File: config.mk
export PLATFORM = sky130hd
export DESIGN_NAME = open_address_hash_table_top
export DESIGN_NICKNAME = d
export VERILOG_FILES = /design/src/sv/oaht_pkg.sv /design/src/sv/oaht_home_calc.sv /design/src/sv/open_address_hash_table_top.sv
export VERILOG_INCLUDE_DIRS = /design/src /design/src/sv
export SDC_FILE = /design/constraint.sdc
export NUM_CORES = 1
export LEC_CHECK = 0
export BUFFER_PORTS_ARGS = -buffer_cell sky130_fd_sc_hd__buf_2
export CAP_MARGIN = 5
export CELL_PAD_IN_SITES_DETAIL_PLACEMENT = 1
export CELL_PAD_IN_SITES_GLOBAL_PLACEMENT = 1
export CORE_MARGIN = 1.5
export CORE_UTILIZATION = 48
export DETAILED_ROUTE_END_ITERATION = 7
export PLACE_DENSITY = 0.83
export SLEW_MARGIN = 10
export SYNTH_ARGS = -nofsm -noshare
export SYNTH_HDL_FRONTEND = slang
export SYNTH_SLANG_ARGS = --single-unit
File: constraint.sdc
create_clock -name aclk -period 10.1 [get_ports aclk]
set_input_delay 1.01 -clock aclk [delete_from_list [all_inputs] [get_ports aclk]]
set_output_delay 1.01 -clock aclk [all_outputs]
set_load 0.05 [all_outputs]
File: src/sv/open_address_hash_table_top_defines.svh
// ----------------------------------------------------------------------------
// Assertion macros for the open-address hash table.
// Simulation builds get concurrent assertions. Synthesis builds get empty
// bodies.
// ----------------------------------------------------------------------------
`ifndef OPEN_ADDRESS_HASH_TABLE_TOP_DEFINES_SVH
`define OPEN_ADDRESS_HASH_TABLE_TOP_DEFINES_SVH
`ifndef SYNTHESIS
// Implication or plain property, checked on every rising edge out of reset.
`define OAHT_ASSERT(label, clk, rstn, prop, msg) \
    label: assert property (@(posedge clk) disable iff (!rstn) (prop)) else $error(msg);
// Condition that must never be true out of reset.
`define OAHT_NEVER(label, clk, rstn, cond, msg) \
    label: assert property (@(posedge clk) disable iff (!rstn) !(cond)) else $error(msg);
`else
`define OAHT_ASSERT(label, clk, rstn, prop, msg)
`define OAHT_NEVER(label, clk, rstn, cond, msg)
`endif
`endif

File: src/sv/oaht_pkg.sv
// ----------------------------------------------------------------------------
// oaht_pkg
// Types, codes and constants shared by the open-address hash table.
// ----------------------------------------------------------------------------
`default_nettype none

package oaht_pkg;

    // Default sizes.
    localparam int DEF_TABLE_SLOTS = 8;
    localparam int DEF_KEY_BYTES   = 8;
    localparam int MAX_KEY_BYTES   = 8;

    // Byte sum of up to eight bytes fits in 11 bits.
    localparam int SUM_W = 11;

    // floor(sum / 10) as (sum * 3277) >> 15, exact for sums up to 2040.
    localparam int RECIP_W     = 12;
    localparam int RECIP       = 3277;
    localparam int RECIP_SHIFT = 15;

    // Request codes.
    localparam logic [1:0] OP_INSERT = 2'd0;
    localparam logic [1:0] OP_DELETE = 2'd1;
    localparam logic [1:0] OP_FIND   = 2'd2;

    // Result codes.
    localparam logic [1:0] RES_OK   = 2'd0;
    localparam logic [1:0] RES_MISS = 2'd1;
    localparam logic [1:0] RES_FULL = 2'd2;

    // Slot states.
    localparam logic [1:0] SLOT_FREE = 2'd0;
    localparam logic [1:0] SLOT_USED = 2'd1;
    localparam logic [1:0] SLOT_TOMB = 2'd2;

    typedef struct packed {
        logic [1:0]  opcode;
        logic [63:0] key_bytes;
        logic [31:0] value_word;
    } in_item_t;

    typedef struct packed {
        logic [1:0]  status;
        logic [2:0]  slot_index;
        logic [31:0] found_value;
        logic        rebuild_needed;
    } out_item_t;

    typedef struct packed {
        logic [1:0]  state;
        logic [63:0] key;
        logic [31:0] value;
    } entry_t;

    typedef enum logic [2:0] {
        ST_CLEAR,
        ST_IDLE,
        ST_HASH,
        ST_READ,
        ST_CHECK,
        ST_DONE
    } state_t;

    // floor(frac(0.7 * sum) * 11) as a function of sum mod 10.
    function automatic logic [3:0] home_lut(input logic [3:0] rem);
        logic [3:0] h;
        begin
            case (rem)
                4'd0:    h = 4'd0;
                4'd1:    h = 4'd7;
                4'd2:    h = 4'd4;
                4'd3:    h = 4'd1;
                4'd4:    h = 4'd8;
                4'd5:    h = 4'd5;
                4'd6:    h = 4'd2;
                4'd7:    h = 4'd9;
                4'd8:    h = 4'd6;
                4'd9:    h = 4'd3;
                default: h = 4'd0;
            endcase
            return h;
        end
    endfunction

endpackage

`default_nettype wire

File: src/sv/oaht_home_calc.sv
// ----------------------------------------------------------------------------
// oaht_home_calc
// Home slot from the key's byte sum: multiplication-method hash reduced
// modulo the table size.
// ----------------------------------------------------------------------------
`default_nettype none

module oaht_home_calc #(
    parameter int TABLE_SLOTS = oaht_pkg::DEF_TABLE_SLOTS
) (
    input  wire logic [oaht_pkg::SUM_W-1:0]   sum_i,
    output logic      [$clog2(TABLE_SLOTS)-1:0] home_o
);

    localparam int SW     = $clog2(TABLE_SLOTS);
    localparam int CW     = SW + 2;
    localparam int PROD_W = oaht_pkg::SUM_W + oaht_pkg::RECIP_W;

    logic [PROD_W-1:0]         prod;
    logic [oaht_pkg::SUM_W-1:0] quot;
    logic [oaht_pkg::SUM_W-1:0] ten_quot;
    logic [oaht_pkg::SUM_W-1:0] rem_w;
    logic [3:0]                home_raw;
    logic [CW-1:0]             home_x;
    logic [CW-1:0]             home_red;

    // Remainder of the sum by ten through a reciprocal multiply.
    always_comb begin
        prod     = PROD_W'(sum_i) * PROD_W'(oaht_pkg::RECIP);
        quot     = oaht_pkg::SUM_W'(prod >> oaht_pkg::RECIP_SHIFT);
        ten_quot = (quot << 3) + (quot << 1);
        rem_w    = sum_i - ten_quot;
        home_raw = oaht_pkg::home_lut(rem_w[3:0]);
    end

    // The raw home is below 10, so at most two table sizes come off.
    always_comb begin
        home_x = CW'(home_raw);
        if (home_x >= CW'(2 * TABLE_SLOTS)) begin
            home_red = home_x - CW'(2 * TABLE_SLOTS);
        end else if (home_x >= CW'(TABLE_SLOTS)) begin
            home_red = home_x - CW'(TABLE_SLOTS);
        end else begin
            home_red = home_x;
        end
        home_o = home_red[SW-1:0];
    end

endmodule

`default_nettype wire

File: src/sv/open_address_hash_table_top.sv
// ----------------------------------------------------------------------------
// open_address_hash_table_top
// Fixed-size open-address hash table with quadratic probing. Serves
// insert, delete and find requests; slots live in one synchronous RAM.
// ----------------------------------------------------------------------------
// Usage:
//   Requests enter on s_valid/s_ready with s_item (opcode, key bytes,
//   value word). Each request gives exactly one item on m_valid/m_ready
//   with m_item (status, slot index, found value, rebuild flag).
//   Keys end at the first zero byte; later bytes are ignored.
//   A request walks its probe chain one slot at a time: each probe is a
//   RAM read (ST_READ) and then a check (ST_CHECK), for up to TABLE_SLOTS
//   probes; an unknown opcode skips the probes. The next request is taken
//   only once the previous one has left ST_DONE.
//   After reset the block sweeps the slot RAM, marking every slot free;
//   s_ready stays low during the sweep.
//   The finished result sits in an output register. While the receiver
//   stalls, a new request is still accepted and processed; it waits in
//   its final state until the output register frees up.
// ----------------------------------------------------------------------------
`default_nettype none

`include "open_address_hash_table_top_defines.svh"

module open_address_hash_table_top #(
    parameter int TABLE_SLOTS = oaht_pkg::DEF_TABLE_SLOTS,
    parameter int KEY_BYTES   = oaht_pkg::DEF_KEY_BYTES
) (
    input  wire logic                aclk,
    input  wire logic                aresetn,
    input  wire logic                s_valid,
    output logic                     s_ready,
    input  wire oaht_pkg::in_item_t  s_item,
    output logic                     m_valid,
    input  wire logic                m_ready,
    output oaht_pkg::out_item_t      m_item
);

    localparam int SW     = $clog2(TABLE_SLOTS);
    localparam int TW     = $clog2(TABLE_SLOTS + 1);
    localparam int XW     = (SW > 3) ? SW : 3;
    localparam int THRESH = (TABLE_SLOTS * 2) / 5;

    oaht_pkg::state_t state_reg, state_next;

    // Request context.
    logic [1:0]                 op_reg;
    logic [63:0]                key_reg;
    logic [31:0]                val_reg;
    logic [oaht_pkg::SUM_W-1:0] sum_reg;

    // Probe walk.
    logic [SW-1:0] slot_reg, slot_next;
    logic [SW-1:0] inc_reg, inc_next;
    logic [SW-1:0] probe_cnt_reg;
    logic [SW-1:0] clr_cnt_reg;
    logic [SW-1:0] home_slot;

    // Table counters and result.
    logic [TW-1:0] tomb_cnt_reg;
    logic [1:0]    res_status_reg;
    logic [SW-1:0] res_slot_reg;
    logic [31:0]   res_value_reg;
    logic [XW-1:0] res_slot_x;

    logic                m_valid_reg;
    oaht_pkg::out_item_t m_item_reg;

    // Slot RAM.
    oaht_pkg::entry_t mem_ram [TABLE_SLOTS];
    oaht_pkg::entry_t rd_data_reg;
    oaht_pkg::entry_t mem_wdata;
    logic [SW-1:0]    rd_addr;
    logic [SW-1:0]    mem_waddr;
    logic             mem_we;

    // Key normalization.
    logic [63:0]                norm_key;
    logic [oaht_pkg::SUM_W-1:0] norm_sum;
    logic                       key_alive;

    // Probe decisions.
    logic op_known;
    logic is_free;
    logic is_hit;
    logic last_probe;
    logic ins_take;
    logic del_take;
    logic chk_finish;
    logic accept;
    logic out_load;

    logic [SW:0] slot_sum;
    logic [SW:0] inc_sum;

    // Home slot from the byte sum.
    oaht_home_calc #(
        .TABLE_SLOTS(TABLE_SLOTS)
    ) u_home (
        .sum_i (sum_reg),
        .home_o(home_slot)
    );

    // Keep bytes before the first zero, up to KEY_BYTES, and sum them.
    always_comb begin
        key_alive = 1'b1;
        norm_key  = '0;
        norm_sum  = '0;
        for (int b = 0; b < oaht_pkg::MAX_KEY_BYTES; b++) begin
            if (b >= KEY_BYTES || s_item.key_bytes[8*b +: 8] == 8'd0) begin
                key_alive = 1'b0;
            end
            if (key_alive) begin
                norm_key[8*b +: 8] = s_item.key_bytes[8*b +: 8];
                norm_sum = norm_sum + oaht_pkg::SUM_W'(s_item.key_bytes[8*b +: 8]);
            end
        end
    end

    // Decisions on the slot just read.
    always_comb begin
        op_known   = (op_reg == oaht_pkg::OP_INSERT) || (op_reg == oaht_pkg::OP_DELETE)
                     || (op_reg == oaht_pkg::OP_FIND);
        is_free    = (rd_data_reg.state == oaht_pkg::SLOT_FREE);
        is_hit     = (rd_data_reg.state == oaht_pkg::SLOT_USED) && (rd_data_reg.key == key_reg);
        last_probe = (probe_cnt_reg == SW'(TABLE_SLOTS - 1));
        ins_take   = (op_reg == oaht_pkg::OP_INSERT) && is_free;
        del_take   = (op_reg == oaht_pkg::OP_DELETE) && is_hit;
        if (op_reg == oaht_pkg::OP_INSERT) begin
            chk_finish = is_free || last_probe;
        end else begin
            chk_finish = is_hit || is_free || last_probe;
        end
    end

    // Next probe: slot advances by 2i+1 and the step grows by two, both mod size.
    always_comb begin
        slot_sum = {1'b0, slot_reg} + {1'b0, inc_reg};
        inc_sum  = {1'b0, inc_reg} + (SW + 1)'(2);
        if (slot_sum >= (SW + 1)'(TABLE_SLOTS)) begin
            slot_next = SW'(slot_sum - (SW + 1)'(TABLE_SLOTS));
        end else begin
            slot_next = slot_sum[SW-1:0];
        end
        if (inc_sum >= (SW + 1)'(TABLE_SLOTS)) begin
            inc_next = SW'(inc_sum - (SW + 1)'(TABLE_SLOTS));
        end else begin
            inc_next = inc_sum[SW-1:0];
        end
    end

    // Next state.
    always_comb begin
        state_next = state_reg;
        unique case (state_reg)
            oaht_pkg::ST_CLEAR: begin
                if (clr_cnt_reg == SW'(TABLE_SLOTS - 1)) begin
                    state_next = oaht_pkg::ST_IDLE;
                end
            end
            oaht_pkg::ST_IDLE: begin
                if (s_valid) begin
                    state_next = oaht_pkg::ST_HASH;
                end
            end
            oaht_pkg::ST_HASH: begin
                state_next = op_known ? oaht_pkg::ST_READ : oaht_pkg::ST_DONE;
            end
            oaht_pkg::ST_READ: begin
                state_next = oaht_pkg::ST_CHECK;
            end
            oaht_pkg::ST_CHECK: begin
                state_next = chk_finish ? oaht_pkg::ST_DONE : oaht_pkg::ST_READ;
            end
            oaht_pkg::ST_DONE: begin
                if (!m_valid_reg || m_ready) begin
                    state_next = oaht_pkg::ST_IDLE;
                end
            end
            default: state_next = oaht_pkg::ST_CLEAR;
        endcase
    end

    // State machine outputs: handshake, RAM port controls, result load.
    always_comb begin
        s_ready   = 1'b0;
        out_load  = 1'b0;
        rd_addr   = slot_reg;
        mem_we    = 1'b0;
        mem_waddr = slot_reg;
        mem_wdata = '{state: oaht_pkg::SLOT_USED, key: key_reg, value: val_reg};
        unique case (state_reg)
            oaht_pkg::ST_CLEAR: begin
                mem_we    = 1'b1;
                mem_waddr = clr_cnt_reg;
                mem_wdata = '{state: oaht_pkg::SLOT_FREE, key: 64'd0, value: 32'd0};
            end
            oaht_pkg::ST_IDLE: begin
                s_ready = 1'b1;
            end
            oaht_pkg::ST_CHECK: begin
                mem_we = ins_take || del_take;
                if (del_take) begin
                    mem_wdata = '{state: oaht_pkg::SLOT_TOMB, key: rd_data_reg.key,
                                  value: rd_data_reg.value};
                end
            end
            oaht_pkg::ST_DONE: begin
                out_load = !m_valid_reg || m_ready;
            end
            default: begin
                s_ready = 1'b0;
            end
        endcase
    end

    assign accept = s_valid && s_ready;

    // Slot RAM, one write and one registered read per cycle.
    always_ff @(posedge aclk) begin
        if (mem_we) begin
            mem_ram[mem_waddr] <= mem_wdata;
        end
    end

    always_ff @(posedge aclk) begin
        rd_data_reg <= mem_ram[rd_addr];
    end

    // Control registers.
    always_ff @(posedge aclk) begin
        if (!aresetn) begin
            state_reg    <= oaht_pkg::ST_CLEAR;
            clr_cnt_reg  <= '0;
            tomb_cnt_reg <= '0;
            m_valid_reg  <= 1'b0;
        end else begin
            state_reg <= state_next;
            if (state_reg == oaht_pkg::ST_CLEAR) begin
                clr_cnt_reg <= clr_cnt_reg + SW'(1);
            end
            if (state_reg == oaht_pkg::ST_CHECK && del_take) begin
                tomb_cnt_reg <= tomb_cnt_reg + TW'(1);
            end
            if (out_load) begin
                m_valid_reg <= 1'b1;
            end else if (m_ready) begin
                m_valid_reg <= 1'b0;
            end
        end
    end

    // Request context and probe walk. An insert that meets its own key
    // keeps probing, so only a free slot ends it with success.
    always_ff @(posedge aclk) begin
        if (accept) begin
            op_reg         <= s_item.opcode;
            key_reg        <= norm_key;
            val_reg        <= s_item.value_word;
            sum_reg        <= norm_sum;
            res_status_reg <= oaht_pkg::RES_MISS;
            res_slot_reg   <= '0;
            res_value_reg  <= '0;
        end
        if (state_reg == oaht_pkg::ST_HASH) begin
            slot_reg      <= home_slot;
            inc_reg       <= SW'(1);
            probe_cnt_reg <= '0;
        end
        if (state_reg == oaht_pkg::ST_CHECK) begin
            if (ins_take || (is_hit && op_reg != oaht_pkg::OP_INSERT)) begin
                res_status_reg <= oaht_pkg::RES_OK;
                res_slot_reg   <= slot_reg;
                if (op_reg == oaht_pkg::OP_FIND) begin
                    res_value_reg <= rd_data_reg.value;
                end
            end else if (op_reg == oaht_pkg::OP_INSERT && last_probe) begin
                res_status_reg <= oaht_pkg::RES_FULL;
            end
            slot_reg      <= slot_next;
            inc_reg       <= inc_next;
            probe_cnt_reg <= probe_cnt_reg + SW'(1);
        end
    end

    // Output register.
    assign res_slot_x = XW'(res_slot_reg);

    always_ff @(posedge aclk) begin
        if (out_load) begin
            m_item_reg.status         <= res_status_reg;
            m_item_reg.slot_index     <= res_slot_x[2:0];
            m_item_reg.found_value    <= res_value_reg;
            m_item_reg.rebuild_needed <= (tomb_cnt_reg >= TW'(THRESH));
        end
    end

    assign m_valid = m_valid_reg;
    assign m_item  = m_item_reg;

    // Assertions.
    `OAHT_ASSERT(a_slot_in_range, aclk, aresetn, (state_reg == oaht_pkg::ST_READ || state_reg == oaht_pkg::ST_CHECK) |-> ({1'b0, slot_reg} < (SW + 1)'(TABLE_SLOTS)), "probe slot outside table")
    `OAHT_NEVER(a_tomb_bound, aclk, aresetn, tomb_cnt_reg > TW'(TABLE_SLOTS), "tombstone count exceeds table size")
    `OAHT_ASSERT(a_tomb_step, aclk, aresetn, (state_reg == oaht_pkg::ST_CHECK && del_take) |=> (tomb_cnt_reg == $past(tomb_cnt_reg) + TW'(1)), "delete hit did not add a tombstone")
    `OAHT_ASSERT(a_load_free, aclk, aresetn, out_load |-> (!m_valid_reg || m_ready), "result overwrote an unread item")

endmodule

`default_nettype wire

* Yosys cells after proc, flatten, opt, wreduce, memory -nomap -nowiden
Memory sizes are Yosys's and may differ from the RTL's. A register that Yosys moved wholly into a read port is not among the register bits. Cells that the tools add are included.
Storage, ports and cells: memory bits (writable) 784, bits in registers 204, bits in latches 0, memories kept 2, bits in read-only memories 64, input bits 102
Cells by class: shift operators 0, multipliers 1, div/mod/pow operators 0, bitwise operators 0, reduce and logical (&&, ||, !) cells 31, magnitude comparators 4, add/sub/neg operators 17, eq/ne operators 14, mux-type cells 53
Memory list:
- mem_ram | words 8, bits a word 98, rd ports 1, clocked after Yosys merged registers in 1, write ports 1, line open_address_hash_table_top.sv:70 | oaht_pkg::entry_t mem_ram [TABLE_SLOTS];
- (name not given) | words 16, bits a word 4, rd ports 1, clocked after Yosys merged registers in 0, write ports 0, line oaht_pkg.sv:69 | case (rem)
Operator list (count):
- $pmux 98 s2 | 1
- $mux 32 | 4
- $mux 98 | 1
- $add 11x8->11 | 7
- $mux 11 | 7
- $eq 64x64->1 | 1
- $logic_not 8->1 | 8
- $mux 3 | 18
- $mul 11x12->18 const B | 1
- $pmux 3 s6 | 1
- $mux 1 | 15
- $eq 3x3->1 const B | 4
- $ge 4x4->1 const B | 3
- $sub 3x1->3 const B | 3
- $logic_or 1x1->1 | 8
- $mux 2 | 4
- $mux 8 | 1
- $logic_and 1x1->1 | 7
- $add 3x1->3 const B | 2
- $eq 3x2->1 const B | 2
- $ne 2x2->1 const B | 3
- $reduce_bool 2->1 | 3
- $add 3x2->4 const B | 1
- $add 3x3->4 | 1
- 12 further kinds | 14

* Logic depth before layout (Yosys ltp)
depth after elaboration 16, gate-level depth with buffers 44

* Cells and area by module
A second synthesis with hierarchy kept.
Second synthesis, totals: cell total of the unflattened synthesis 2909, area total of the unflattened synthesis 45991.6 um^2
By module, submodules not included:
- open_address_hash_table_top | sequential area each 31119.8 um^2, cells an instance 2696, area an instance 44041.0 um^2, instances 1
- oaht_home_calc | sequential area each 0.0 um^2, cells an instance 213, area an instance 1950.6 um^2, instances 1

* Worst setup path before layout
OpenSTA, ideal clock, no wires.
kind reg2reg, start register key_reg[53], end memory mem_ram[1][0] in the netlist's numbering (enable), period minus slack after synthesis 9788 ps, stages on the path, launching flop included 9, setup slack 312 ps, required time 9400 ps, arrival time 9088 ps, path buffers 1, cells stage by stage edfxtp_1 -> a22o_1 -> nor4_1 -> nand3_1 -> or4_1 -> nor4_1 -> o21ai_0 -> clkbuf_1 -> a211oi_1
Between the ends: longest elaborated chain between the ends 7
Ends and longest elaborated chain:
- start, declared | line open_address_hash_table_top.sv:48 | logic [63:0] key_reg;
- start signal, assigned | line open_address_hash_table_top.sv:258 | key_reg <= norm_key;
- $eq 64x64->1 | line open_address_hash_table_top.sv:125 | is_hit = (rd_data_reg.state == oaht_pkg::SLOT_USED) && (rd_data_reg.key == key_reg);
- $logic_and 1x1->1 | line open_address_hash_table_top.sv:125
- $logic_and 1x1->1 | line open_address_hash_table_top.sv:128 | del_take = (op_reg == oaht_pkg::OP_DELETE) && is_hit;
- $logic_or 1x1->1 | line open_address_hash_table_top.sv:202 | mem_we = ins_take || del_take;
- $pmux 1 s2 | line open_address_hash_table_top.sv:192 | unique case (state_reg)
- $mux 1 | line open_address_hash_table_top.sv:221 | if (mem_we) begin
- $mux 1 (not written as such) | line open_address_hash_table_top.sv:222 | mem_ram[mem_waddr] <= mem_wdata;
- end, declared | line open_address_hash_table_top.sv:70
Every way passes these cells.

* Final worst setup path
start input port s_item[41] in the netlist's numbering, end register sum_reg[10] in the netlist's numbering, data pin
Between the ends: longest elaborated chain between the ends 15
Ends and longest elaborated chain:
- start, declared | line open_address_hash_table_top.sv:33 | input wire oaht_pkg::in_item_t s_item,
- parallel branches: the longest is 14 deep, another holds $add 11x8->11
- $mux 11 (*) | line open_address_hash_table_top.sv:113 | if (key_alive) begin
- named net norm_sum (one bit) | line open_address_hash_table_top.sv:79 | logic [oaht_pkg::SUM_W-1:0] norm_sum;
- end signal, assigned | line open_address_hash_table_top.sv:260 | sum_reg <= norm_sum;
- end, declared | line open_address_hash_table_top.sv:50 | logic [oaht_pkg::SUM_W-1:0] sum_reg;
Mark *: on every way through the listed nets, which the timed path passes. A chain may end at the register's enable or synchronous reset.

==> impl_metrics.prom <==
# TYPE chip_impl_metric gauge
chip_impl_info{name="run_status",value="finished, final reports clean"} 1
chip_impl_metric{name="power.combinational.fraction",unit="%"} 28.5
chip_impl_metric{name="static-leakage-power",unit="nW"} 18.8
chip_impl_metric{name="power.clock.fraction",unit="%"} 31.2
chip_impl_metric{name="timing.hold.ws",unit="ns"} 0.435
chip_impl_metric{name="route.vias.total",unit=""} 26000
chip_impl_metric{name="final_min_period_over_clock_period",unit="%"} 89.5
chip_impl_metric{name="clock.fmax",unit="MHz"} 111
chip_impl_metric{name="postSynth.asyncResetShare",unit="%"} 0
chip_impl_metric{name="slowest_delay",unit="ns"} 0.68
chip_impl_metric{name="slew_headroom",unit="%"} 18.5
chip_impl_metric{name="cp_data_arrival_time",unit="ns"} 9.48
chip_impl_info{name="layout.cells.most_common",value="sky130_fd_sc_hd__edfxtp_1"} 1
chip_impl_metric{name="worst_skew_pair.late_latency",unit="ns"} 0.70
chip_impl_metric{name="detail_route.wl_per_cell",unit="um"} 27.8
chip_impl_metric{name="drt-total-wl",unit="um"} 121000
chip_impl_metric{name="clock_sink_count",unit=""} 1085
chip_impl_metric{name="hold_viol",unit=""} 0
chip_impl_metric{name="final-setup-viol-count",unit=""} 0
chip_impl_info{name="critical-path-top-cell-by-count",value="sky130_fd_sc_hd__ha_1"} 1
chip_impl_metric{name="netlist-cell-type-count",unit=""} 76
chip_impl_metric{name="vdd_ir_drop_max",unit="mV"} 1.09
chip_impl_metric{name="final.fill_count",unit=""} 8753
chip_impl_metric{name="floorplan.initialDensity",unit="%"} 48.6
chip_impl_metric{name="first_global_vias",unit=""} 28800
chip_impl_metric{name="synth.yosys.seq_area_share",unit="%"} 68.4
chip_impl_metric{name="tightestPinTransition",unit="ns"} 1.22
chip_impl_metric{name="drt-pass1-iter-count",unit=""} 5
chip_impl_info{name="tritoncts",value="yes"} 1
chip_impl_metric{name="reg2reg_depth",unit=""} 11
chip_impl_info{name="rsz_0062_raised_after_global_routing",value="no"} 1
chip_impl_metric{name="worst_setup_slack_for_register_to_register_paths",unit="ns"} 3.92
chip_impl_info{name="critical_path.endpoint",value="sum_reg[10]$_DFFE_PP_"} 1
chip_impl_metric{name="synth.ff_latch_count",unit=""} 1085
chip_impl_metric{name="maxCapViolations",unit=""} 0
chip_impl_metric{name="post-route-min-period",unit="ns"} 9.04
chip_impl_info{name="timing.critical_path.to_type",value="flip-flop"} 1
chip_impl_metric{name="cp_data_required_time",unit="ns"} 10.54
chip_impl_metric{name="post_synth.cell_area_avg",unit="sq um"} 16.0
chip_impl_metric{name="io_buffer_count",unit=""} 141
chip_impl_metric{name="dieHeight",unit="um"} 311
chip_impl_metric{name="seq_power_share",unit="%"} 40.3
chip_impl_info{name="ys.flop_type",value="sky130_fd_sc_hd__edfxtp_1"} 1
chip_impl_metric{name="core_area",unit="sq um"} 93600
chip_impl_metric{name="buffer_depth_of_the_longest_clock_path",unit=""} 3
chip_impl_metric{name="synth_enable_flop_cells",unit=""} 939
chip_impl_info{name="reg2reg_from",value="key_reg[40]$_SDFFCE_PN0P_"} 1
chip_impl_metric{name="area_growth_syn_to_layout",unit="%"} 12.8
chip_impl_metric{name="cts_max_level",unit=""} 3
chip_impl_metric{name="number_of_resized_instances_in_the_post_cts_repair_step",unit=""} 0
chip_impl_metric{name="post_synth_instance_area",unit="sq um"} 45500
chip_impl_info{name="most-common-layout-cells",value="sky130_fd_sc_hd__edfxtp_1 (939), sky130_fd_sc_hd__nand2_1 (416), sky130_fd_sc_hd__mux4_2 (196)"} 1
chip_impl_metric{name="total_global_route_track_usage",unit="%"} 25.3
chip_impl_metric{name="synth_warnings",unit=""} 0
chip_impl_metric{name="final_weighted_congestion_in_routability_driven_placement",unit=""} 0.848
chip_impl_metric{name="fin_skew",unit="ns"} 0.0399
chip_impl_metric{name="remaining_global_route_overflow",unit=""} 0
chip_impl_metric{name="antenna_nets_post_route",unit=""} 0
chip_impl_info{name="crit_path_top_delay_cell",value="sky130_fd_sc_hd__a21boi_0"} 1
chip_impl_metric{name="chipWidth",unit="um"} 311
chip_impl_info{name="setup.worst_path.start_class",value="primary input"} 1
chip_impl_metric{name="whs_path_depth",unit=""} 0
chip_impl_metric{name="drive_above_1_share",unit="%"} 19.3
chip_impl_metric{name="maximum_number_of_pins_on_one_net_before_global_route_repair",unit=""} 78
chip_impl_metric{name="cts_made_buffers",unit=""} 107
chip_impl_metric{name="total_switching_power",unit="mW"} 3.89
chip_impl_info{name="hold_path.class",value="reg2reg"} 1
chip_impl_metric{name="cts.hold.buffers_added",unit=""} 0
chip_impl_metric{name="detailed_place_hpwl",unit="um"} 74300
chip_impl_info{name="critical_path.startpoint",value="s_item[41]"} 1
chip_impl_metric{name="fin_setup_tns",unit="ns"} 0
chip_impl_metric{name="mappedNetlistNets",unit=""} 3098
chip_impl_info{name="root_buffer",value="sky130_fd_sc_hd__clkbuf_16"} 1
chip_impl_info{name="setup.worst_path.class",value="in2reg"} 1
chip_impl_metric{name="num_rows",unit=""} 112
chip_impl_metric{name="boundaryPins",unit=""} 142
chip_impl_metric{name="dieArea",unit="sq um"} 96600
chip_impl_metric{name="timing.final.max_slew_violations",unit=""} 0
chip_impl_metric{name="via_count_normalized_by_instance_count",unit=""} 5.98
chip_impl_metric{name="netSwitchingFraction",unit="%"} 29.9
chip_impl_metric{name="drc_marker_count_from_the_first_detailed_route_iteration",unit=""} 2111
chip_impl_metric{name="largest_reg_flops",unit=""} 784
chip_impl_metric{name="antenna_violations_before_repair",unit=""} 5
chip_impl_metric{name="post_cts_buffers",unit=""} 0
chip_impl_metric{name="path_clk_slew",unit="ns"} 0.06
chip_impl_metric{name="finish.net_count",unit=""} 3265
chip_impl_metric{name="timing.critical_path.fanout_max",unit=""} 10
chip_impl_info{name="critical_path.reg2reg.endpoint",value="mem_ram[6][39]$_DFFE_PP_"} 1
chip_impl_metric{name="detail_route.drc_violations",unit=""} 0
chip_impl_metric{name="internal-power",unit="mW"} 9.13
chip_impl_metric{name="global_route_wire_length_before_repair",unit="um"} 182000
chip_impl_metric{name="p_per_area",unit="nW/um^2"} 254
chip_impl_metric{name="postSynthCellCount",unit=""} 2842
cells in the mapped netlist, types with 5 or more instances:
cell type,count,area (sq um)
sky130_fd_sc_hd__edfxtp_1,939,28200
sky130_fd_sc_hd__nand2_1,416,1560
sky130_fd_sc_hd__mux4_2,196,4410
sky130_fd_sc_hd__dfxtp_1,146,2920
sky130_fd_sc_hd__ha_1,117,1460
sky130_fd_sc_hd__inv_1,115,432
sky130_fd_sc_hd__a22o_1,100,876
sky130_fd_sc_hd__clkbuf_1,94,353
sky130_fd_sc_hd__nor2_1,78,293
sky130_fd_sc_hd__xnor2_1,59,517
sky130_fd_sc_hd__a21oi_1,55,275
sky130_fd_sc_hd__nand3_1,48,240
sky130_fd_sc_hd__xor2_1,47,412
sky130_fd_sc_hd__o21ai_0,40,200
sky130_fd_sc_hd__and3_1,38,238
sky130_fd_sc_hd__fa_1,37,741
sky130_fd_sc_hd__and2_1,29,181
sky130_fd_sc_hd__buf_1,28,105
sky130_fd_sc_hd__nor4_1,23,144
sky130_fd_sc_hd__mux2_2,21,236
sky130_fd_sc_hd__nor3_1,19,95.1
sky130_fd_sc_hd__nor2b_1,18,113
sky130_fd_sc_hd__a21o_1,17,128
sky130_fd_sc_hd__mux2i_1,15,150
sky130_fd_sc_hd__a211oi_1,12,90.1
sky130_fd_sc_hd__o21bai_1,12,90.1
sky130_fd_sc_hd__nand2b_1,10,62.6
sky130_fd_sc_hd__o21a_1,9,67.6
sky130_fd_sc_hd__a31oi_1,8,50.1
sky130_fd_sc_hd__o22ai_1,8,50.1
sky130_fd_sc_hd__nand4_1,7,43.8
sky130_fd_sc_hd__a21boi_0,6,45.0
sky130_fd_sc_hd__o31ai_1,5,37.5
layout make-up:
cell class	instances	area, sq um	share of cell area (%)
Sequential cell	1085	31100	60.7
Multi-Input combinational cell	1515	13500	26.4
Clock buffer	149	2980	5.80
Tap cell	1254	1570	3.06
Timing Repair Buffer	185	1060	2.07
Clock inverter	54	587	1.14
Inverter	115	435	0.849
Antenna cell	1	2.50	0.00488
worst min path at each step:
| stage | start | endpoint | slack [ns] |
|---|---|---|---|
| CTS | res_value_reg[7]$_DFF_P_ | m_item[8]$_DFFE_PP_ | 0.44 |
| detailed placement | res_value_reg[18]$_DFF_P_ | m_item[19]$_DFFE_PP_ | 0.42 |
| finish | res_value_reg[9]$_DFF_P_ | m_item[10]$_DFFE_PP_ | 0.43 |
| global route | res_value_reg[2]$_DFF_P_ | m_item[3]$_DFFE_PP_ | 0.45 |
| floorplan | res_value_reg[9]$_DFF_P_ | m_item[10]$_DFFE_PP_ | 0.41 |
| global placement | res_value_reg[24]$_DFF_P_ | m_item[25]$_DFFE_PP_ | 0.41 |
cell families after synthesis:
logic type,share of synthesized area [%]
AND/OR/NAND/NOR,7.15
adder cells (fa/ha/maj),4.85
flip-flops,68.4
XOR/XNOR,2.09
buffers and inverters,2.04
AO/OA/AOI/OAI,4.80
multiplexers,10.6
metal layers:
| layer | global-route usage (%) | wire length [um] |
|---|---|---|
| met1 | 31.1 | 46400 |
| met2 | 44.2 | 62500 |
| met3 | 4.31 | 7370 |
| met4 | 10.5 | 4790 |
| met5 | 0 | 29 |
power by group through the flow:
stage | sequential, mW | clock (mW) | combinational, mW
finish | 5.25 | 4.06 | 3.71
global route | 5.26 | 4.25 | 4.10
CTS | 5.25 | 4.11 | 3.73
detailed placement | 5.34 | 0 | 3.70
global placement | 5.31 | 0 | 3.50
floorplan | 5.34 | 0 | 2.84
per-stage QoR:
step	utilization (%)	std cells	instance area (sq um)	power, mW	setup slack [ns]
final	54.8	4358	51300	13.0	1.06
after global routing	54.8	4357	51300	13.6	0.508
after CTS	54.8	4357	51300	13.1	1.14
after detailed placement	51.0	4154	47700	9.04	0.471
after global placement	51.0	4154	47700	8.81	0.785
after floorplan	-	2842	45500	8.18	0.312
worst max-delay path, delay by kind of cell:
kind	cells	cell delay, ns
buffers and inverters	4	0.40
muxes	3	0.85
AOI/OAI and AO/OA	13	3.14
adders and majority gates	7	2.49
xor gates and xnor gates	2	0.26
and+or+nand+nor	10	1.33
Note: power is estimated with default switching activity, not from simulation.
